===== src/mcwk_pkg.sv =====
`timescale 1ns / 1ps
// ----------------------------------------------------------------------------
// mcwk_pkg: shared types and constants of the mean color window keyer
// Widths, command word format between front and back, divider interface.
// ----------------------------------------------------------------------------
package mcwk_pkg;

	// Learning capacity; the sum and count widths follow from it.
	localparam longint unsigned MAX_LEARN_PIXELS = 64'd1048576;
	localparam int CNT_W = $clog2(MAX_LEARN_PIXELS + 1);
	localparam int SUM_W = $clog2(MAX_LEARN_PIXELS * 255 + 1);

	localparam int PIX_W    = 8;
	localparam int TDATA_W  = 3 * PIX_W;
	localparam int WIN_W    = 9;
	localparam int PCT_W    = 7;

	localparam logic [PCT_W-1:0] PCT_LOW  = 7'd87;
	localparam logic [PCT_W-1:0] PCT_HIGH = 7'd113;
	localparam logic [PCT_W-1:0] PCT_DEN  = 7'd100;

	// Divider widths: numerator is sum*percent, denominator is count*100.
	localparam int PROD_W = SUM_W + PCT_W;
	localparam int DEN_W  = CNT_W + PCT_W;
	localparam int DSH_W  = DEN_W + WIN_W - 1;
	localparam int CMP_W  = (PROD_W > DSH_W) ? PROD_W : DSH_W;
	localparam int STEP_W = $clog2(WIN_W);

	// Six window bounds: low/high for red, green, blue.
	localparam int NUM_BOUNDS = 6;
	localparam int BIDX_W     = $clog2(NUM_BOUNDS);

	// Command queue between front and back.
	localparam int QDEPTH = 4;
	localparam int QPTR_W = $clog2(QDEPTH);
	localparam int QCNT_W = $clog2(QDEPTH + 1);

	// Input word kinds carried on tuser.
	localparam logic REQ_LEARN = 1'b0;
	localparam logic REQ_KEY   = 1'b1;

	typedef enum logic {
		CMD_KEY,
		CMD_WIN
	} cmd_kind_t;

	typedef struct packed {
		cmd_kind_t              kind;
		logic [PIX_W-1:0]       red;
		logic [PIX_W-1:0]       green;
		logic [PIX_W-1:0]       blue;
		logic [SUM_W-1:0]       sum_red;
		logic [SUM_W-1:0]       sum_green;
		logic [SUM_W-1:0]       sum_blue;
		logic [CNT_W-1:0]       count;
	} cmd_t;

	typedef struct packed {
		logic                   start;
		logic [PROD_W-1:0]      num;
		logic [DEN_W-1:0]       den;
	} div_req_t;

	typedef struct packed {
		logic                   done;
		logic [WIN_W-1:0]       quo;
	} div_rsp_t;

	typedef enum logic [1:0] {
		ST_IDLE,
		ST_MUL,
		ST_LOAD,
		ST_WAIT
	} back_state_t;

endpackage


===== src/mean_color_window_keyer.sv =====
`timescale 1ns / 1ps
// ----------------------------------------------------------------------------
// mean_color_window_keyer: color keyer with windows learned from a mean
// Learns per-channel mean windows and passes or blanks pixels to key.
// ----------------------------------------------------------------------------
// Usage:
//   Input words arrive on the s_ channel. tuser = 0 marks a learn pixel, which
//   is added to the running red, green and blue sums; tlast = 1 on a learn
//   pixel closes learning, and each channel's window becomes
//   floor(sum*87/(100*count)) .. floor(sum*113/(100*count)). tuser = 1 marks a
//   pixel to key; tlast is ignored on it. Each key word yields one output word
//   on the m_ channel: the pixel if all three channels lie inside their
//   windows (tuser = 1), else black (tuser = 0). Learn words yield nothing.
// Throughput:
//   Learn and key words are accepted one per cycle while the queue is not full.
//   A key word with nothing queued ahead passes the queue, then the output register.
//   Closing a learn set occupies the back end: a dispatch state, then for each of
//   the six bounds a multiply state, a load state, the divider run and a write-back;
//   meanwhile the front keeps accepting until the four-entry queue fills.
// Reset and stall:
//   Reset clears the sums, the count and all windows, so before any learning
//   only the pixel (0,0,0) passes. A stalled receiver holds the output word;
//   the queue then fills and s_tready falls until words drain.
// ----------------------------------------------------------------------------
module mean_color_window_keyer (
	input  logic                          clk,
	input  logic                          arst_n,
	input  logic                          s_tvalid,
	output logic                          s_tready,
	input  logic [mcwk_pkg::TDATA_W-1:0]  s_tdata,   // red, green, blue
	input  logic                          s_tuser,   // req_type
	input  logic                          s_tlast,   // last learn pixel
	output logic                          m_tvalid,
	input  logic                          m_tready,
	output logic [mcwk_pkg::TDATA_W-1:0]  m_tdata,   // red_out, green_out, blue_out
	output logic                          m_tuser    // inside_res
);

	// Front to back command queue.
	logic                 q_push;
	logic                 q_full;
	logic                 q_pop;
	logic                 q_nempty;
	mcwk_pkg::cmd_t       q_wdata;
	mcwk_pkg::cmd_t       q_rdata;

	// Shared divider for the window bounds.
	mcwk_pkg::div_req_t   div_req;
	mcwk_pkg::div_rsp_t   div_rsp;

	// The front sums learn pixels and queues key pixels and, on the last
	// learn pixel, a snapshot of the final sums and count.
	mcwk_front u_front (
		.clk      (clk),
		.arst_n   (arst_n),
		.s_tvalid (s_tvalid),
		.s_tready (s_tready),
		.s_tdata  (s_tdata),
		.s_tuser  (s_tuser),
		.s_tlast  (s_tlast),
		.q_full   (q_full),
		.q_push   (q_push),
		.q_wdata  (q_wdata)
	);

	mcwk_fifo u_fifo (
		.clk    (clk),
		.arst_n (arst_n),
		.push   (q_push),
		.wdata  (q_wdata),
		.full   (q_full),
		.pop    (q_pop),
		.rdata  (q_rdata),
		.nempty (q_nempty)
	);

	// The back runs commands strictly in order, so key pixels queued before
	// a window update are judged against the old windows.
	mcwk_back u_back (
		.clk      (clk),
		.arst_n   (arst_n),
		.q_nempty (q_nempty),
		.q_rdata  (q_rdata),
		.q_pop    (q_pop),
		.m_tvalid (m_tvalid),
		.m_tready (m_tready),
		.m_tdata  (m_tdata),
		.m_tuser  (m_tuser),
		.div_req  (div_req),
		.div_rsp  (div_rsp)
	);

	mcwk_div u_div (
		.clk    (clk),
		.arst_n (arst_n),
		.req    (div_req),
		.rsp    (div_rsp)
	);

endmodule


===== src/mcwk_fifo.sv =====
`timescale 1ns / 1ps
// ----------------------------------------------------------------------------
// mcwk_fifo: command queue between front and back
// Small register queue; the front pushes only when not full.
// ----------------------------------------------------------------------------
module mcwk_fifo (
	input  logic            clk,
	input  logic            arst_n,
	input  logic            push,
	input  mcwk_pkg::cmd_t  wdata,
	output logic            full,
	input  logic            pop,
	output mcwk_pkg::cmd_t  rdata,
	output logic            nempty
);

	mcwk_pkg::cmd_t                   mem_q [mcwk_pkg::QDEPTH];
	logic [mcwk_pkg::QPTR_W-1:0]      wr_ptr_q;
	logic [mcwk_pkg::QPTR_W-1:0]      rd_ptr_q;
	logic [mcwk_pkg::QCNT_W-1:0]      cnt_q;

	assign full   = (cnt_q == mcwk_pkg::QCNT_W'(mcwk_pkg::QDEPTH));
	assign nempty = (cnt_q != '0);
	assign rdata  = mem_q[rd_ptr_q];

	always_ff @(posedge clk or negedge arst_n) begin
		if (!arst_n) begin
			wr_ptr_q <= '0;
			rd_ptr_q <= '0;
			cnt_q    <= '0;
		end else begin
			if (push)
				wr_ptr_q <= wr_ptr_q + 1'b1;
			if (pop)
				rd_ptr_q <= rd_ptr_q + 1'b1;
			case ({push, pop})
				2'b10:   cnt_q <= cnt_q + 1'b1;
				2'b01:   cnt_q <= cnt_q - 1'b1;
				default: cnt_q <= cnt_q;
			endcase
		end
	end

	always_ff @(posedge clk) begin
		if (push)
			mem_q[wr_ptr_q] <= wdata;
	end

endmodule


===== src/mcwk_front.sv =====
`timescale 1ns / 1ps
// ----------------------------------------------------------------------------
// mcwk_front: input acceptance and learn accumulation
// Sums learn words, and queues key words and window computations.
// ----------------------------------------------------------------------------
module mcwk_front (
	input  logic                          clk,
	input  logic                          arst_n,
	input  logic                          s_tvalid,
	output logic                          s_tready,
	input  logic [mcwk_pkg::TDATA_W-1:0]  s_tdata,
	input  logic                          s_tuser,
	input  logic                          s_tlast,
	input  logic                          q_full,
	output logic                          q_push,
	output mcwk_pkg::cmd_t                q_wdata
);

	logic [mcwk_pkg::SUM_W-1:0]  sum_red_q, sum_green_q, sum_blue_q;
	logic [mcwk_pkg::SUM_W-1:0]  sum_red_n, sum_green_n, sum_blue_n;
	logic [mcwk_pkg::CNT_W-1:0]  cnt_q, cnt_n;
	logic [mcwk_pkg::PIX_W-1:0]  red, green, blue;
	logic                        acc;
	logic                        add;

	assign red   = s_tdata[mcwk_pkg::PIX_W-1:0];
	assign green = s_tdata[2*mcwk_pkg::PIX_W-1:mcwk_pkg::PIX_W];
	assign blue  = s_tdata[3*mcwk_pkg::PIX_W-1:2*mcwk_pkg::PIX_W];

	assign s_tready = !q_full;
	assign acc      = s_tvalid && !q_full;
	// Once the count reaches capacity, further learn pixels are dropped.
	assign add      = (cnt_q < mcwk_pkg::CNT_W'(mcwk_pkg::MAX_LEARN_PIXELS));

	always_comb begin
		sum_red_n   = add ? sum_red_q   + mcwk_pkg::SUM_W'(red)   : sum_red_q;
		sum_green_n = add ? sum_green_q + mcwk_pkg::SUM_W'(green) : sum_green_q;
		sum_blue_n  = add ? sum_blue_q  + mcwk_pkg::SUM_W'(blue)  : sum_blue_q;
		cnt_n       = add ? cnt_q + 1'b1 : cnt_q;

		q_push = acc && ((s_tuser == mcwk_pkg::REQ_KEY) || s_tlast);

		q_wdata.kind      = (s_tuser == mcwk_pkg::REQ_KEY) ? mcwk_pkg::CMD_KEY
		                                                  : mcwk_pkg::CMD_WIN;
		q_wdata.red       = red;
		q_wdata.green     = green;
		q_wdata.blue      = blue;
		q_wdata.sum_red   = sum_red_n;
		q_wdata.sum_green = sum_green_n;
		q_wdata.sum_blue  = sum_blue_n;
		q_wdata.count     = cnt_n;
	end

	always_ff @(posedge clk or negedge arst_n) begin
		if (!arst_n) begin
			sum_red_q   <= '0;
			sum_green_q <= '0;
			sum_blue_q  <= '0;
			cnt_q       <= '0;
		end else if (acc && (s_tuser == mcwk_pkg::REQ_LEARN)) begin
			if (s_tlast) begin
				sum_red_q   <= '0;
				sum_green_q <= '0;
				sum_blue_q  <= '0;
				cnt_q       <= '0;
			end else begin
				sum_red_q   <= sum_red_n;
				sum_green_q <= sum_green_n;
				sum_blue_q  <= sum_blue_n;
				cnt_q       <= cnt_n;
			end
		end
	end

endmodule


===== src/mcwk_div.sv =====
`timescale 1ns / 1ps
// ----------------------------------------------------------------------------
// mcwk_div: restoring divider for the window bounds
// One quotient bit per cycle; the quotient always fits in the window width.
// ----------------------------------------------------------------------------
module mcwk_div (
	input  logic                clk,
	input  logic                arst_n,
	input  mcwk_pkg::div_req_t  req,
	output mcwk_pkg::div_rsp_t  rsp
);

	logic                          busy_q;
	logic                          done_q;
	logic [mcwk_pkg::STEP_W-1:0]   step_q;
	logic [mcwk_pkg::CMP_W-1:0]    rem_q;
	logic [mcwk_pkg::CMP_W-1:0]    dsh_q;
	logic [mcwk_pkg::WIN_W-1:0]    quo_q;
	logic                          ge;

	assign ge       = (rem_q >= dsh_q);
	assign rsp.done = done_q;
	assign rsp.quo  = quo_q;

	always_ff @(posedge clk or negedge arst_n) begin
		if (!arst_n) begin
			busy_q <= 1'b0;
			done_q <= 1'b0;
			step_q <= '0;
		end else begin
			done_q <= 1'b0;
			if (req.start) begin
				busy_q <= 1'b1;
				step_q <= mcwk_pkg::STEP_W'(mcwk_pkg::WIN_W - 1);
			end else if (busy_q) begin
				if (step_q == '0) begin
					busy_q <= 1'b0;
					done_q <= 1'b1;
				end else begin
					step_q <= step_q - 1'b1;
				end
			end
		end
	end

	always_ff @(posedge clk) begin
		if (req.start) begin
			rem_q <= mcwk_pkg::CMP_W'(req.num);
			dsh_q <= mcwk_pkg::CMP_W'(req.den) << (mcwk_pkg::WIN_W - 1);
			quo_q <= '0;
		end else if (busy_q) begin
			if (ge)
				rem_q <= rem_q - dsh_q;
			quo_q <= {quo_q[mcwk_pkg::WIN_W-2:0], ge};
			dsh_q <= dsh_q >> 1;
		end
	end

endmodule


===== src/mcwk_back.sv =====
`timescale 1ns / 1ps
// ----------------------------------------------------------------------------
// mcwk_back: window computation and keying
// Runs queued commands in order: keys a pixel or recomputes the six bounds.
// ----------------------------------------------------------------------------
module mcwk_back (
	input  logic                          clk,
	input  logic                          arst_n,
	input  logic                          q_nempty,
	input  mcwk_pkg::cmd_t                q_rdata,
	output logic                          q_pop,
	output logic                          m_tvalid,
	input  logic                          m_tready,
	output logic [mcwk_pkg::TDATA_W-1:0]  m_tdata,
	output logic                          m_tuser,
	output mcwk_pkg::div_req_t            div_req,
	input  mcwk_pkg::div_rsp_t            div_rsp
);

	mcwk_pkg::back_state_t          state_q, state_d;
	logic [mcwk_pkg::BIDX_W-1:0]    bidx_q;
	logic [mcwk_pkg::WIN_W-1:0]     win_q [mcwk_pkg::NUM_BOUNDS];
	logic [mcwk_pkg::PROD_W-1:0]    prod_q;
	logic [mcwk_pkg::DEN_W-1:0]     den_q;
	logic                           out_valid_q;
	logic [mcwk_pkg::TDATA_W-1:0]   out_data_q;
	logic                           out_user_q;
	logic [mcwk_pkg::SUM_W-1:0]     sum_sel;
	logic [mcwk_pkg::PCT_W-1:0]     pct_sel;
	logic                           out_free;
	logic                           key_take;
	logic                           bound_done;
	logic                           bidx_last;
	logic                           in_win;

	assign m_tvalid = out_valid_q;
	assign m_tdata  = out_data_q;
	assign m_tuser  = out_user_q;

	assign out_free  = !out_valid_q || m_tready;
	assign bidx_last = (bidx_q == mcwk_pkg::BIDX_W'(mcwk_pkg::NUM_BOUNDS - 1));

	// Bounds are ordered low/high for red, then green, then blue.
	assign in_win =
		(mcwk_pkg::WIN_W'(q_rdata.red)   >= win_q[0]) &&
		(mcwk_pkg::WIN_W'(q_rdata.red)   <= win_q[1]) &&
		(mcwk_pkg::WIN_W'(q_rdata.green) >= win_q[2]) &&
		(mcwk_pkg::WIN_W'(q_rdata.green) <= win_q[3]) &&
		(mcwk_pkg::WIN_W'(q_rdata.blue)  >= win_q[4]) &&
		(mcwk_pkg::WIN_W'(q_rdata.blue)  <= win_q[5]);

	always_comb begin
		case (bidx_q[mcwk_pkg::BIDX_W-1:1])
			2'd0:    sum_sel = q_rdata.sum_red;
			2'd1:    sum_sel = q_rdata.sum_green;
			default: sum_sel = q_rdata.sum_blue;
		endcase
		pct_sel = bidx_q[0] ? mcwk_pkg::PCT_HIGH : mcwk_pkg::PCT_LOW;
	end

	always_comb begin
		state_d       = state_q;
		q_pop         = 1'b0;
		key_take      = 1'b0;
		bound_done    = 1'b0;
		div_req.start = 1'b0;
		div_req.num   = prod_q;
		div_req.den   = den_q;
		case (state_q)
			mcwk_pkg::ST_IDLE: begin
				if (q_nempty) begin
					if (q_rdata.kind == mcwk_pkg::CMD_KEY) begin
						if (out_free) begin
							q_pop    = 1'b1;
							key_take = 1'b1;
						end
					end else begin
						state_d = mcwk_pkg::ST_MUL;
					end
				end
			end
			mcwk_pkg::ST_MUL: begin
				state_d = mcwk_pkg::ST_LOAD;
			end
			mcwk_pkg::ST_LOAD: begin
				div_req.start = 1'b1;
				state_d       = mcwk_pkg::ST_WAIT;
			end
			mcwk_pkg::ST_WAIT: begin
				if (div_rsp.done) begin
					bound_done = 1'b1;
					if (bidx_last) begin
						q_pop   = 1'b1;
						state_d = mcwk_pkg::ST_IDLE;
					end else begin
						state_d = mcwk_pkg::ST_MUL;
					end
				end
			end
			default: begin
				state_d = mcwk_pkg::ST_IDLE;
			end
		endcase
	end

	always_ff @(posedge clk or negedge arst_n) begin
		if (!arst_n) begin
			state_q     <= mcwk_pkg::ST_IDLE;
			bidx_q      <= '0;
			out_valid_q <= 1'b0;
			for (int i = 0; i < mcwk_pkg::NUM_BOUNDS; i++)
				win_q[i] <= '0;
		end else begin
			state_q <= state_d;
			if (key_take)
				out_valid_q <= 1'b1;
			else if (m_tready)
				out_valid_q <= 1'b0;
			if (bound_done) begin
				// An empty learn set leaves every bound at zero.
				win_q[bidx_q] <= (den_q == '0) ? '0 : div_rsp.quo;
				bidx_q        <= bidx_last ? '0 : bidx_q + 1'b1;
			end
		end
	end

	always_ff @(posedge clk) begin
		if (state_q == mcwk_pkg::ST_MUL) begin
			prod_q <= mcwk_pkg::PROD_W'(sum_sel) * mcwk_pkg::PROD_W'(pct_sel);
			den_q  <= mcwk_pkg::DEN_W'(q_rdata.count) * mcwk_pkg::DEN_W'(mcwk_pkg::PCT_DEN);
		end
		if (key_take) begin
			out_data_q <= in_win ? {q_rdata.blue, q_rdata.green, q_rdata.red} : '0;
			out_user_q <= in_win;
		end
	end

endmodule

===== config.mk =====
export PLATFORM = sky130hd
export DESIGN_NAME = mean_color_window_keyer
export DESIGN_NICKNAME = d
export VERILOG_FILES = /design/src/mcwk_pkg.sv /design/src/mean_color_window_keyer.sv /design/src/mcwk_fifo.sv /design/src/mcwk_front.sv /design/src/mcwk_div.sv /design/src/mcwk_back.sv
export SDC_FILE = /design/constraint.sdc
export NUM_CORES = 2
export LEC_CHECK = 0
export BUFFER_PORTS_ARGS = -buffer_cell sky130_fd_sc_hd__buf_2
export CORE_MARGIN = 2
export CORE_UTILIZATION = 55
export CTS_CLUSTER_DIAMETER = 50
export CTS_CLUSTER_SIZE = 8
export DETAILED_ROUTE_END_ITERATION = 16
export GPL_ROUTABILITY_DRIVEN = 0
export PLACE_DENSITY_LB_ADDON = 0.2
export SYNTH_ARGS = -nofsm -noshare
export SYNTH_HDL_FRONTEND = slang
export SYNTH_SLANG_ARGS = --single-unit

===== constraint.sdc =====
create_clock -name clk -period 20.5 [get_ports clk]
set_clock_uncertainty 0.15 [all_clocks]
set_input_delay 5.125 -clock clk [delete_from_list [all_inputs] [get_ports clk]]
set_output_delay 5.125 -clock clk [all_outputs]
set_load 0.01 [all_outputs]

; ---- Word level (Yosys, flattened, before mapping)
; Memories as Yosys holds them, arrays and structs flattened.
; Index checks and enable logic that the tools add are counted.
[totals]
regBits = 345
mem_bits_rw = 520
in_bits = 30
out_inout_bits = 27
elab_cells = 143
mem_count = 1
[mem_list]
columns = name, words, width, rd, rd_ports_with_merged_regs, write_ports, line_no
row1 = u_fifo.mem_q, 4, 130, 1, 0, 1, mcwk_fifo.sv:17  ; mcwk_pkg::cmd_t mem_q [mcwk_pkg::QDEPTH];
[op_classes]
addsub = 11
mul = 2
n_lt_le_gt_ge = 10
n_eq_ne = 12
n_mux = 50
n_bitwise = 2
n_reduce_logical = 26
[op_table]
columns = operator, count
row1 = two-way mux 28 bit, 6
row2 = two-way mux 35 bit, 3
row3 = adder 28 x 8 -> 28 bit, 3
row4 = two-way mux 36 bit, 2
row5 = case mux 28 bit (2 select lines), 1
row6 = bitwise mux 54 bit, 1
row7 = two-way mux 21 bit, 2
row8 = >= comparator 36 bit, 1
row9 = subtractor 36 bit, 1
row10 = multiplier 28 x 7 -> 35 bit, 1
row11 = logical NOT 28 bit, 1
row12 = demux 9 bit (select 3 bit), 1
row13 = >= comparator 8 x 9 -> 1 bit, 3
row14 = less-or-equal comparator 8 x 9 -> 1 bit, 3
row15 = "multiplier 21 x 5 -> 26 bit, second input constant", 1
row16 = "adder 21 x 1 -> 21 bit, second input constant", 1
row17 = "less-than comparator 21 bit, second input constant", 1
row18 = two-way mux 1 bit, 21
row19 = two-way mux 9 bit, 2
row20 = two-way mux 4 bit, 3
row21 = logical AND 1 bit, 9
row22 = case mux 2 bit (4 select lines), 1
row23 = nonzero test 2 bit, 4
row24 = "adder 3 x 1 -> 3 bit, second input constant", 2
row25 = 24 further kinds, 39

; ---- Depth between registers and ports, before layout
[logic_depth]
word_depth = 8
depth_mapped = 26
mapped_depth_nobuf = 23

; ---- Hierarchy
; Synthesis repeated with hierarchy kept, for this count alone.
[unflattened]
hier_cells = 3732
area_unflattened_um2 = 46793.6
[modules_own_cells]
columns = module, instances, cells_each, area_each_um2, seq_area_each_um2
row1 = mcwk_fifo, 1, 713, 19140.9, 15790.1
row2 = mcwk_back, 1, 1458, 14172.3, 4083.9
row3 = mcwk_front, 1, 947, 7953.9, 2627.5
row4 = mcwk_div, 1, 614, 5526.6, 2402.3

; ---- Worst setup path after synthesis
; No wires, ideal clock.
[synth_timing]
path_type = input -> register
startpoint = input s_tvalid
endpoint = memory u_fifo.mem_q[0][0] (netlist bit) (enable)
setup_ps = 505
t_arrival_ps = 8518
t_required_ps = 19845
setup_slack_ps = 11328
path_stages = 3
n_path_buf = 0
cell_sequence = nand2_1 > nor2_1 > and2_1
[synth_between]
elab_chain_len = 4
[synth_rtl]
columns = element, line_no
row1 = "start, declared", mean_color_window_keyer.sv:28  ; input logic s_tvalid,
row2 = logical AND 1 bit, mcwk_front.sv:31  ; assign acc = s_tvalid && !q_full;
row3 = logical AND 1 bit, mcwk_front.sv:41  ; q_push = acc && ((s_tuser == mcwk_pkg::REQ_KEY) || s_tlast);
row4 = two-way mux 1 bit, mcwk_fifo.sv:45  ; if (push)
row5 = two-way mux 1 bit (implied by the code), mcwk_fifo.sv:46  ; mem_q[wr_ptr_q] <= wdata;
row6 = "end, declared", mcwk_fifo.sv:17
; Every way passes these cells.

; ---- Worst setup path in the final report
[layout_timing]
startpoint = register u_fifo.rd_ptr_q[1] (netlist bit)
endpoint = register u_back.prod_q[33] (netlist bit), data pin
[layout_between]
elab_chain_len = 3
[layout_rtl]
columns = element, line_no
row1 = "start, declared", mcwk_fifo.sv:19  ; logic [mcwk_pkg::QPTR_W-1:0] rd_ptr_q;
row2 = "start signal, assigned", mcwk_fifo.sv:35  ; rd_ptr_q <= rd_ptr_q + 1'b1;
row3 = memory (4 x 130 bit), --
row4 = case mux 28 bit (2 select lines), mcwk_back.sv:53  ; case (bidx_q[mcwk_pkg::BIDX_W-1:1])
row5 = multiplier 28 x 7 -> 35 bit, mcwk_back.sv:129  ; prod_q <= mcwk_pkg::PROD_W'(sum_sel) * mcwk_pkg::PROD_W'(pct_sel);
row6 = "end signal, assigned", mcwk_back.sv:129
row7 = "end, declared", mcwk_back.sv:23  ; logic [mcwk_pkg::PROD_W-1:0] prod_q;
; Every way passes these cells.
; A chain may end at the register's enable or synchronous reset.

==> impl_metrics.yaml <==
layout:
  area_growth_pct: 11.0
  drive_gt1_frac: 0.110
  antenna_cells: 0
  mostFrequentLayoutCell: "edfxtp_1"
  mostFrequentLayoutCells: "669 x edfxtp_1, 316 x inv_1, 274 x nand2_1"
  fillers: 6202
  fin_nets: 3949
clock_network:
  cts-buffers-inserted: 120
  clk_latency_ps: 700
  cts-root-buf: "clkbuf_16"
  tritoncts: "built"
  clk_pin_slew_ps: 50
  post-cts-setup-buffers: 0
  clock_path_buffers: 3
  cts_resized: 0
  cts_sinks: 865
  hold_buffers: 0
  cts_htree_levels: 3
worst_setup_path:
  endpoint_kind: "register"
  critPathLaunchType: "register"
  crit_fanout: 60
  arrival_ps: 8610
  critical_path_class: "register to register"
  required_ps: 20710
grt:
  grt_remaining_overflow: 0
  first_global_vias: 28700
  grt_usage: 0.232
  grt_pass1_wl_mm: 156
  grt_max_degree: 108
  antenna_found_initial: 3
timing:
  fmax_mhz: 119
  worst_pin_slew_ps: 1260
  slew_violations: 0
  rsz0062_at_grt: "false"
  finalHoldViolations: 0
  setup_violations: 0
  fin_tns_setup_ps: 0
  min_period_ps: 8400
  slew_headroom: 0.154
  fin_crit_sh: 0.410
logic_synthesis:
  ys_seq_area_frac: 0.549
  yosys-top-cells-area: "edfxtp_1 44%, dfrtp_1 9.8%, ha_1 7.4%"
  synth_top_cell_by_area: "edfxtp_1"
  synth-edff-count: 669
  postSynthCellCount: 3465
  synth_ff_type: "edfxtp_1"
  avgSynthCellArea_um2: 13.1
  synth_nets: 3885
  async_flop_share: 0.206
  synth_area_um2: 45400
  yosysTopAreaCellShare: 0.443
  synth_seq_cells: 865
  synth_warnings: 0
  synth.distinct_cells: 80
floorplanning:
  fp.dieH_um: 291
  num_rows: 105
  fp.dieArea_um2: 84800
  dieWidth_um: 291
  start_util: 0.554
  core_area_um2: 81800
  ioPinCount: 57
drt:
  drt_iter0_drc: 2139
  firstDrtPassIters: 6
  wl_mm: 97.4
  viasPerCell: 5.88
  vias: 27700
  wl_per_cell_um: 20.7
  antenna_left: 0
  route.detailed.drc: 0
run:
  maxCapViolCount: 0
outcome:
  outcome: "finished clean"
hold_path:
  hold_class: "register to register"
placement:
  hpwl_mm: 65.7
  port_buffers: 56
state kept, by name, summed over array words and instances, names as in the netlist, 9 cells and up:
name / flops
u_fifo.mem_q: 520
u_back.win_q: 54
u_div.dsh_q: 36
u_div.rem_q: 36
u_back.prod_q: 35
u_front.sum_blue_q: 28
u_front.sum_green_q: 28
u_front.sum_red_q: 28
u_back.den_q: 26
u_back.m_tdata: 24
u_front.cnt_q: 21
u_div.quo_q: 9
cell type report:
cell class,count,area [um2],area share
Tap cell,1070,1340,0.0266
Clock buffer,221,3420,0.0680
Multi-Input combinational cell,2141,18800,0.373
Clock inverter,9,206,0.00410
Inverter,317,1190,0.0236
Timing Repair Buffer,84,512,0.0102
Sequential cell,865,24900,0.495
critical path: stages, from the launching register on:
cell	delay, ps
dfrtp_4	740
buf_4	810
buf_4	660
mux4_2	390
mux2i_1	210
nor2_1	70
a21oi_1	520
nor2_1	140
ha_1	330
inv_1	40
fa_1	480
inv_1	60
fa_1	520
inv_1	50
fa_1	530
inv_1	40
ha_1	360
and3_1	210
and2_4	150
nand2_1	50
or4b_4	490
nand2_2	110
a21oi_2	70
or3_4	410
a221oi_2	290
xor2_1	90
Yosys cell counts (all sizes together), types with 29 or more instances:
master,instances
a21o,72
mux2i,65
nor2,131
dfrtp,178
fa,122
a22o,37
a21oi,121
mux4,130
nor2b,29
xor2,60
nand2,275
buf,38
xnor2,127
ha,268
and2,44
inv,316
clkbuf,104
nand4,29
o21ai,211
a31oi,50
nand3,46
o31ai,61
edfxtp,669
metal layers:
| layer | wire [um] | global-route usage | vias to the layer above |
|---|---|---|---|
| li1 | - | - | 12900 |
| met1 | 44800 | 0.338 | 13900 |
| met2 | 45000 | 0.365 | 779 |
| met3 | 5350 | 0.0339 | 154 |
| met4 | 2200 | 0.0657 | 0 |
| met5 | 0 | 0 | - |
per-stage QoR:
step                      utilization  cells  hold slack (ps)  area, um2  worst slack [ps]
after floorplan                     -   3465              300      45400             11330
after global placement          0.571   4477              313      46700             11970
after detailed placement        0.571   4477              322      46700             11890
after CTS                       0.615   4707              332      50400             12010
after global routing            0.615   4707              354      50400             11590
final                           0.615   4707              333      50400             12100
logic make-up after synthesis:
logic type,synth area share
compound gates,0.0950
xor+xnor,0.0361
fa+ha+maj,0.128
buf+inv,0.0385
flops,0.549
mux,0.0816
simple gates,0.0719
worst paths after layout:
kind	start	to	slack, ps	depth (start not counted)
max	u_fifo.rd_ptr_q[1]$_DFFE_PN0P_	u_back.prod_q[33]$_DFFE_PN_	12100	25
min	u_back.win_q[25]$_DFFE_PN0P_	u_back.win_q[25]$_DFFE_PN0P_	330	2
max reg2reg	u_fifo.rd_ptr_q[1]$_DFFE_PN0P_	u_back.prod_q[33]$_DFFE_PN_	12100	25
min reg2reg	u_back.win_q[25]$_DFFE_PN0P_	u_back.win_q[25]$_DFFE_PN0P_	330	2
max in group asynchronous	arst_n	u_back.bidx_q[0]$_DFFE_PN0P_	13760	3
min in group asynchronous	arst_n	u_front.sum_green_q[2]$_DFFE_PN0P_	4250	1
Power is left out: the tool's default activity adds up to more than one toggle a clock period on the data nets, which glitch-free logic cannot reach.
